--- src/rtl/core/dspc_pkg.sv ---
// dspc_pkg: shared constants for the dual sensor plausibility check
// register widths, reset values, register indexes and sequencer sizes
// no dependencies
package dspc_pkg;

  localparam int ADC_BITS_DEFAULT = 12;

  localparam int GAIN_W     = 20;
  localparam int OFFSET_W   = 28;
  localparam int TOL_W      = 7;
  localparam int LIMIT_W    = 16;
  localparam int CFG_DATA_W = 28;
  localparam int CFG_IDX_W  = 2;

  // the window multipliers 100-t and 100+t fit in one signed or unsigned byte
  localparam int WIN_STEPS = 8;

  localparam logic [CFG_IDX_W-1:0] CFG_GAIN      = 2'd0;
  localparam logic [CFG_IDX_W-1:0] CFG_OFFSET    = 2'd1;
  localparam logic [CFG_IDX_W-1:0] CFG_TOLERANCE = 2'd2;
  localparam logic [CFG_IDX_W-1:0] CFG_LIMIT     = 2'd3;

  localparam logic [GAIN_W-1:0]          GAIN_RESET   = 20'd122939;
  localparam logic signed [OFFSET_W-1:0] OFFSET_RESET = 28'sd12584878;
  localparam logic [TOL_W-1:0]           TOL_RESET    = 7'd10;
  localparam logic [LIMIT_W-1:0]         LIMIT_RESET  = 16'd10;

  localparam logic [LIMIT_W-1:0] COUNT_MAX = 16'hFFFF;
  localparam logic [7:0]         PERCENT_FULL = 8'd100;

endpackage

--- src/rtl/core/dual_sensor_plausibility_check_unit.sv ---
// dual_sensor_plausibility_check_unit: top level of the pedal sensor plausibility check
// bit-serial predictor and window test followed by the debounce state
// depends on dspc_pkg
// usage
//   s_tdata carries one pair of pedal sensor samples; m_tdata returns the
//   debounced verdict and the plausibility state, one word out per word in.
//   the cfg port writes gain, offset, tolerance and fault limit; the user must
//   write them only while idle, since the block itself does not enforce it.
// timing
//   an accepted word runs through a shift-add multiplier for the prediction
//   (one low-gain sample bit per cycle), then through two shift-add
//   accumulators for the window bounds (one multiplier bit per cycle), then
//   updates the debounce state in S_FIN. the result becomes valid in the
//   same cycle as the input reopens; a new word is taken only while idle.
// reset
//   registers return to their defaults, state is plausible, counts are zero.
// stall
//   a pending result sits in the output register while the next word is
//   accepted and computed; that word waits in its last cycle until the
//   output register frees up.
module dual_sensor_plausibility_check_unit #(
  parameter int ADC_BITS = dspc_pkg::ADC_BITS_DEFAULT
) (
  input  logic                                   clk,
  input  logic                                   rst,
  input  logic                                   s_tvalid,
  output logic                                   s_tready,
  // reading_high, reading_low
  input  logic [((2*ADC_BITS+7)/8)*8-1:0]        s_tdata,
  output logic                                   m_tvalid,
  input  logic                                   m_tready,
  // agrees, plausible
  output logic [7:0]                             m_tdata,
  input  logic                                   cfg_we,
  input  logic [dspc_pkg::CFG_IDX_W-1:0]         cfg_index,
  input  logic [dspc_pkg::CFG_DATA_W-1:0]        cfg_data
);
  import dspc_pkg::*;

  localparam int PROD_W = GAIN_W + ADC_BITS;
  localparam int PRED_W = ((PROD_W > OFFSET_W) ? PROD_W : OFFSET_W) + 2;
  localparam int ACC_W  = PRED_W + 9;
  localparam int X100_W = ADC_BITS + 7;
  localparam int CNT_W  = ($clog2(ADC_BITS) > 3) ? $clog2(ADC_BITS) : 3;

  localparam logic [1:0] S_IDLE = 2'd0;
  localparam logic [1:0] S_MUL  = 2'd1;
  localparam logic [1:0] S_WIN  = 2'd2;
  localparam logic [1:0] S_FIN  = 2'd3;

  logic [1:0] state;

  logic [GAIN_W-1:0]          gain;
  logic signed [OFFSET_W-1:0] offset;
  logic [TOL_W-1:0]           tolerance;
  logic [LIMIT_W-1:0]         limit;

  logic [CNT_W-1:0]           cnt;
  logic [ADC_BITS-1:0]        low_sr;
  logic [7:0]                 mlo_sr;
  logic [7:0]                 mhi_sr;
  logic signed [ACC_W-1:0]    mcand;
  logic signed [PRED_W-1:0]   pred;
  logic signed [PRED_W-1:0]   pred_next;
  logic signed [ACC_W-1:0]    acc_lo;
  logic signed [ACC_W-1:0]    acc_hi;

  logic                       plausible_flag;
  logic [LIMIT_W-1:0]         disagree_count;
  logic [LIMIT_W-1:0]         agree_count;

  logic                       agrees_out;
  logic                       plausible_out;

  logic [ADC_BITS-1:0]        reading_high;
  logic [ADC_BITS-1:0]        reading_low;
  logic [X100_W-1:0]          high_x100;
  logic signed [ACC_W-1:0]    meas;

  logic                       in_accept;
  logic                       commit;
  logic                       in_window;
  logic [LIMIT_W-1:0]         dc_inc;
  logic [LIMIT_W-1:0]         ac_inc;
  logic [LIMIT_W-1:0]         disagree_count_next;
  logic [LIMIT_W-1:0]         agree_count_next;
  logic                       plausible_flag_next;
  logic                       agrees_next;

  assign reading_high = s_tdata[ADC_BITS-1:0];
  assign reading_low  = s_tdata[2*ADC_BITS-1:ADC_BITS];
  assign high_x100 = (X100_W'(reading_high) << 6) + (X100_W'(reading_high) << 5)
                   + (X100_W'(reading_high) << 2);
  assign meas = signed'(ACC_W'(high_x100) << 16);

  assign s_tready  = (state == S_IDLE);
  assign in_accept = s_tvalid && s_tready;
  assign commit    = (state == S_FIN) && (!m_tvalid || m_tready);

  assign pred_next = low_sr[0] ? pred + PRED_W'(mcand) : pred;

  assign in_window = !pred[PRED_W-1] && !acc_lo[ACC_W-1] && !acc_hi[ACC_W-1];
  assign dc_inc = (disagree_count == COUNT_MAX) ? disagree_count : disagree_count + 1'b1;
  assign ac_inc = (agree_count == COUNT_MAX) ? agree_count : agree_count + 1'b1;

  // debounce update
  always_comb begin
    disagree_count_next = disagree_count;
    agree_count_next    = agree_count;
    plausible_flag_next = plausible_flag;
    agrees_next         = 1'b0;
    if (plausible_flag) begin
      disagree_count_next = in_window ? '0 : dc_inc;
      if (disagree_count_next >= limit) begin
        plausible_flag_next = 1'b0;
        agrees_next         = in_window;
      end else begin
        agrees_next = 1'b1;
      end
    end else begin
      agree_count_next = in_window ? ac_inc : '0;
      if (agree_count_next >= limit) begin
        disagree_count_next = '0;
        agree_count_next    = '0;
        plausible_flag_next = 1'b1;
        agrees_next         = in_window;
      end else begin
        agrees_next = 1'b0;
      end
    end
  end

  // sequencer and control
  always_ff @(posedge clk) begin
    if (rst) begin
      state          <= S_IDLE;
      cnt            <= '0;
      plausible_flag <= 1'b1;
      disagree_count <= '0;
      agree_count    <= '0;
      m_tvalid       <= 1'b0;
      gain           <= GAIN_RESET;
      offset         <= OFFSET_RESET;
      tolerance      <= TOL_RESET;
      limit          <= LIMIT_RESET;
    end else begin
      if (cfg_we) begin
        unique case (cfg_index)
          CFG_GAIN:      gain      <= cfg_data[GAIN_W-1:0];
          CFG_OFFSET:    offset    <= signed'(cfg_data[OFFSET_W-1:0]);
          CFG_TOLERANCE: tolerance <= cfg_data[TOL_W-1:0];
          CFG_LIMIT:     limit     <= cfg_data[LIMIT_W-1:0];
          default: ;
        endcase
      end
      if (commit) begin
        m_tvalid <= 1'b1;
      end else if (m_tready) begin
        m_tvalid <= 1'b0;
      end
      unique case (state)
        S_IDLE: begin
          if (in_accept) begin
            state <= S_MUL;
            cnt   <= '0;
          end
        end
        S_MUL: begin
          if (cnt == CNT_W'(ADC_BITS - 1)) begin
            state <= S_WIN;
            cnt   <= '0;
          end else begin
            cnt <= cnt + 1'b1;
          end
        end
        S_WIN: begin
          if (cnt == CNT_W'(WIN_STEPS - 1)) begin
            state <= S_FIN;
          end else begin
            cnt <= cnt + 1'b1;
          end
        end
        S_FIN: begin
          if (commit) begin
            state          <= S_IDLE;
            plausible_flag <= plausible_flag_next;
            disagree_count <= disagree_count_next;
            agree_count    <= agree_count_next;
          end
        end
        default: state <= S_IDLE;
      endcase
    end
  end

  // datapath shift registers and accumulators
  always_ff @(posedge clk) begin
    if (in_accept) begin
      low_sr <= reading_low;
      mcand  <= ACC_W'(gain);
      pred   <= -(PRED_W'(offset));
      acc_lo <= meas;
      acc_hi <= -meas;
      mlo_sr <= PERCENT_FULL - {1'b0, tolerance};
      mhi_sr <= PERCENT_FULL + {1'b0, tolerance};
    end else if (state == S_MUL) begin
      pred   <= pred_next;
      low_sr <= low_sr >> 1;
      if (cnt == CNT_W'(ADC_BITS - 1)) begin
        mcand <= ACC_W'(pred_next);
      end else begin
        mcand <= mcand <<< 1;
      end
    end else if (state == S_WIN) begin
      // top bit of 100-t carries weight -128
      if (mlo_sr[0]) begin
        acc_lo <= (cnt == CNT_W'(WIN_STEPS - 1)) ? acc_lo + mcand : acc_lo - mcand;
      end
      if (mhi_sr[0]) begin
        acc_hi <= acc_hi + mcand;
      end
      mlo_sr <= mlo_sr >> 1;
      mhi_sr <= mhi_sr >> 1;
      mcand  <= mcand <<< 1;
    end
  end

  always_ff @(posedge clk) begin
    if (commit) begin
      agrees_out    <= agrees_next;
      plausible_out <= plausible_flag_next;
    end
  end

  assign m_tdata = {6'b0, plausible_out, agrees_out};

  // checks
  a_out_state: assert property (@(posedge clk) disable iff (rst)
    commit |=> m_tvalid && (m_tdata[1] == plausible_flag))
    else $error("output plausibility differs from state");

  a_hold_result: assert property (@(posedge clk) disable iff (rst)
    (state == S_FIN) && m_tvalid && !m_tready |=> (state == S_FIN))
    else $error("result finished while output register full");

  a_recover_clear: assert property (@(posedge clk) disable iff (rst)
    $rose(plausible_flag) |-> (disagree_count == '0) && (agree_count == '0))
    else $error("counts not cleared on recovery");

  a_no_accept_busy: assert property (@(posedge clk) disable iff (rst)
    (state == S_MUL) || (state == S_WIN) |-> !s_tready)
    else $error("input accepted during computation");

  a_mul_steps: assert property (@(posedge clk) disable iff (rst)
    (state == S_MUL) |-> cnt <= CNT_W'(ADC_BITS - 1))
    else $error("multiplier step count overrun");

endmodule
--- config.mk ---
export PLATFORM = sky130hd
export DESIGN_NAME = dual_sensor_plausibility_check_unit
export DESIGN_NICKNAME = d
export VERILOG_FILES = /design/src/rtl/core/dspc_pkg.sv /design/src/rtl/core/dual_sensor_plausibility_check_unit.sv
export SDC_FILE = /design/constraint.sdc
export NUM_CORES = 1
export LEC_CHECK = 0
export CAP_MARGIN = 40
export CORE_MARGIN = 2
export CORE_UTILIZATION = 55
export CTS_CLUSTER_SIZE = 20
export DETAILED_ROUTE_END_ITERATION = 7
export DONT_BUFFER_PORTS = 1
export PLACE_DENSITY = 0.75
export SLEW_MARGIN = 0
export SYNTH_ARGS = -nofsm -noshare
export SYNTH_HDL_FRONTEND = slang
export SYNTH_SLANG_ARGS = --single-unit
--- constraint.sdc ---
create_clock -name clk -period 5.9 [get_ports clk]
set_clock_uncertainty 0.2 [all_clocks]
set_input_delay 0 -clock clk [delete_from_list [all_inputs] [get_ports clk]]
set_output_delay 0 -clock clk [all_outputs]
set_load 0.03 [all_outputs]
==> flow_summary.yaml <==
synthesis:
  synth_top_area_share_pct: 19.36
  synth-edff-count: 146
  syn-mean-instance-area_um2: 8.236
  synth_area_leader_cell: "edfxtp_1"
  ys_ff_latch: 304
  synth_flop_cell: "dfxtp_1"
  ys_seq_area_share_pct: 33.34
  async_flop_share_pct: 0
  synth_cells: 2749
  synthTopCellsByArea: "edfxtp_1 (19%), dfxtp_1 (14%), ha_1 (10%)"
  syn-cell-area_um2: 22640
  ys_types: 86
  synth_warnings: 0
place:
  hpwl_um: 46040
  port_buffers: 0
  routabilityCongestion: 0.9585
  pre_cts_ws_ns: 0.4585
worst_setup_path:
  reg2reg_slack_ns: 0.47
  rr_worst_depth: 15
  endpoint_kind: "flip-flop"
  timing.rr.start: "mcand[5]"
  critPathArrivalTime_ns: 5.66
  startpoint_type: "flip-flop"
  cp_cell_sequence: "or4_4 > nor3b_2 > a21oi_1 > xor2_1 > ha_1 > and4_1 > a41o_1 > a41o_1 > a21boi_1 > o311ai_1 > o21ai_1 > nor4_1 > a211oi_1 > mux2_1 > or4_1"
  cpMostUsedCell: "a41o_1"
  critical_path.max_stage_delay_ns: 0.58
  crit_slowest_cell: "or4_4"
  path_max_fanout: 7
  crit_type: "flip-flop to flip-flop"
  regToRegEndpoint: "acc_lo[42]"
  worstPathRequired_ns: 6.13
grt:
  grt_pass1_wl_um: 106300
  grtUsageTotal_pct: 30.97
  grt_overflow: 0
  antenna_found_initial: 2
  grt_pass1_vias: 20590
  grt_max_degree: 94
run:
  drv_cap: 0
timing:
  whs_ns: 0.003428
  finalHoldViolCount: 0
  worst_pin_slew_ns: 0.8363
  min_period_over_period_pct: 92.09
  finalCriticalPeriod_ns: 5.433
  maxSlewViolCount: 0
  setup_viol: 0
  fin_ws_ns: 0.4666
  max_freq_ghz: 0.1840
  slew_headroom_pct: 44.18
  rsz0062_at_grt: "false"
  setup_tns_ns: 0
cts:
  cts_root_buf: "clkbuf_16"
  post_cts_buffers: 0
  h-tree-depth: 2
  insertion_delay_ns: 0.56
  clk_pin_slew_ns: 0.06
  cts_tree: "built"
  post_cts_resized: 0
  cts_buffers: 35
  clockBufferDepth: 3
  clkSinkCount: 304
routing:
  first_pass_iters: 5
  vias: 21230
  via_per_inst: 6.289
  drtIter0Drc: 1816
  ant_nets: 0
  drcViolationCount: 0
  wirelength_um: 66490
  wl_per_cell_um: 19.70
power:
  power_density_nw_per_um2: 559.2
  p_seq_share_pct: 26.3
  clkPwrFrac_pct: 16.2
  p_switching_w: 0.006513
  swShare_pct: 45.48
  p_leak_nw: 10.40
  peakVddDrop_uv: 667.5
  power.internal_w: 0.007807
  p_comb_share_pct: 57.5
status:
  run_status: "finished, final reports clean"
hold_path:
  hold_depth: 5
  worstHoldStart: "s_tdata[10]"
  hold_end: "acc_lo[33]"
  hold_path.class: "input port to flip-flop"
floorplan:
  num_rows: 74
  die_x_um: 206.9
  pin_count: 69
  core_um2: 40740
  fp.dieH_um: 206.9
  start_util_pct: 55.57
  design.die.area_um2: 42800
finish:
  post-route-util_pct: 62.86
  layout.nets: 3068
  drive_gt1_share_pct: 4.784
  area_growth_pct: 13.10
==> cell usage after synthesis (all sizes together), types with 12 or more instances <==
library cell  number
a211oi            36
a21o              92
a21oi            282
a22o              22
a31oi             25
and2              12
and3              33
buf               22
clkbuf           115
dfxtp            158
edfxtp           146
fa                12
ha               181
inv               85
mux2i             26
nand2            410
nand2b            17
nand3             71
nand3b            29
nand4             29
nor2             223
nor2b             19
nor3              60
nor4              14
o21ai            175
o21bai            24
o31ai             27
or3               29
or4               14
xnor2            114
xor2              90
==> power groups by stage <==
stage	clock network, W	logic, W	registers [W]
final	0.00232	0.00823	0.00376
after global routing	0.00242	0.00910	0.00384
after CTS	0.00234	0.00807	0.00374
after detailed placement	0	0.00792	0.00378
after global placement	0	0.00769	0.00375
after floorplan	0	0.00618	0.00360
==> worst max-delay path by stage <==
stage	cells after the start	startpoint	to	slack (ns)
after global placement	15	mcand[5]	acc_lo[42]	0.58
final	15	mcand[5]	acc_lo[42]	0.47
after floorplan	17	mcand[5]	acc_lo[42]	1.0
after CTS	15	mcand[5]	acc_lo[42]	0.45
after global routing	17	mcand[8]	acc_lo[42]	0.03
after detailed placement	15	mcand[5]	acc_lo[42]	0.46
==> critical path: cells and delay by family (launching register included) <==
kind	cells	cell delay, ns
and+or+nand+nor	5	1.91
AOI/OAI and AO/OA	7	1.82
DFF	1	0.49
adders and majority gates	1	0.37
muxes	1	0.36
xor gates and xnor gates	1	0.17
==> per-stage QoR <==
| stage | cell area (um2) | instances | total power (W) |
|---|---|---|---|
| 2_1_floorplan | 22660 | 2754 | 0.009774 |
| 3_3_place_gp | 23040 | 3179 | 0.01145 |
| 3_5_place_dp | 23100 | 3184 | 0.01169 |
| 4_1_cts | 25600 | 3375 | 0.01415 |
| 5_1_grt | 25600 | 3375 | 0.01536 |
| 6_report | 25610 | 3376 | 0.01432 |
==> layout by cell type, fill, tap and decap left out, drive strengths merged, types with 92 or more instances in the layout <==
master / synthesis / layout
dfxtp: 158 / 158
ha: 181 / 181
nor2: 223 / 223
edfxtp: 146 / 146
nand2: 410 / 410
dlygate4sd3: 0 / 126
xnor2: 114 / 114
a21oi: 282 / 282
o21ai: 175 / 175
a21o: 92 / 92
==> metal layers <==
| metal | global-route usage [%] | vias up | wire length [um] |
|---|---|---|---|
| met5 | 0 | - | 0 |
| met4 | 10.84 | 0 | 2029 |
| met3 | 5.353 | 166 | 5714 |
| met2 | 50.87 | 936 | 30370 |
| met1 | 41.16 | 10050 | 28380 |
| li1 | - | 10080 | - |
==> repair_timing <==
item,4_1_cts,5_1_grt
hold endpoints to repair,191,0
endpoints found under the setup margin,0,0
hold buffers,127,0
==> state kept, by name (all words and copies together), names as in the netlist <==
name	cells
acc_hi	43
acc_lo	43
mcand	43
pred	34
offset	28
gain	20
agree_count	16
disagree_count	16
limit	16
low_sr	12
mhi_sr	8
mlo_sr	8
tolerance	7
cnt	4
state	2
agrees_out	1
m_tvalid	1
plausible_flag	1
plausible_out	1
==> area by class of cell <==
| class | count | area, um2 |
|---|---|---|
| multi-input cells | 2228 | 14280 |
| inverters | 85 | 319.1 |
| fillers | 3343 | 15130 |
| flip-flops and latches | 304 | 7547 |
| clock inverters | 11 | 128.9 |
| repair buffers | 162 | 1574 |
| clock buffers | 53 | 1091 |
| well taps | 532 | 665.6 |
| diodes | 1 | 2.502 |
==> kinds of logic (layout without fill, tap and decap cells) <==
group / Yosys count / count (layout) / synth area share, %
flip-flops: 304 / 304 / 33.34
multiplexers: 30 / 30 / 1.348
other: 1 / 7 / 0.01656
AO/OA/AOI/OAI: 800 / 800 / 21.97
AND/OR/NAND/NOR: 995 / 995 / 20.55
XOR/XNOR: 204 / 204 / 7.892
adder cells (fa/ha/maj): 193 / 193 / 11.06
buffers and inverters: 222 / 311 / 3.830
(Power assumes the default switching activity.)
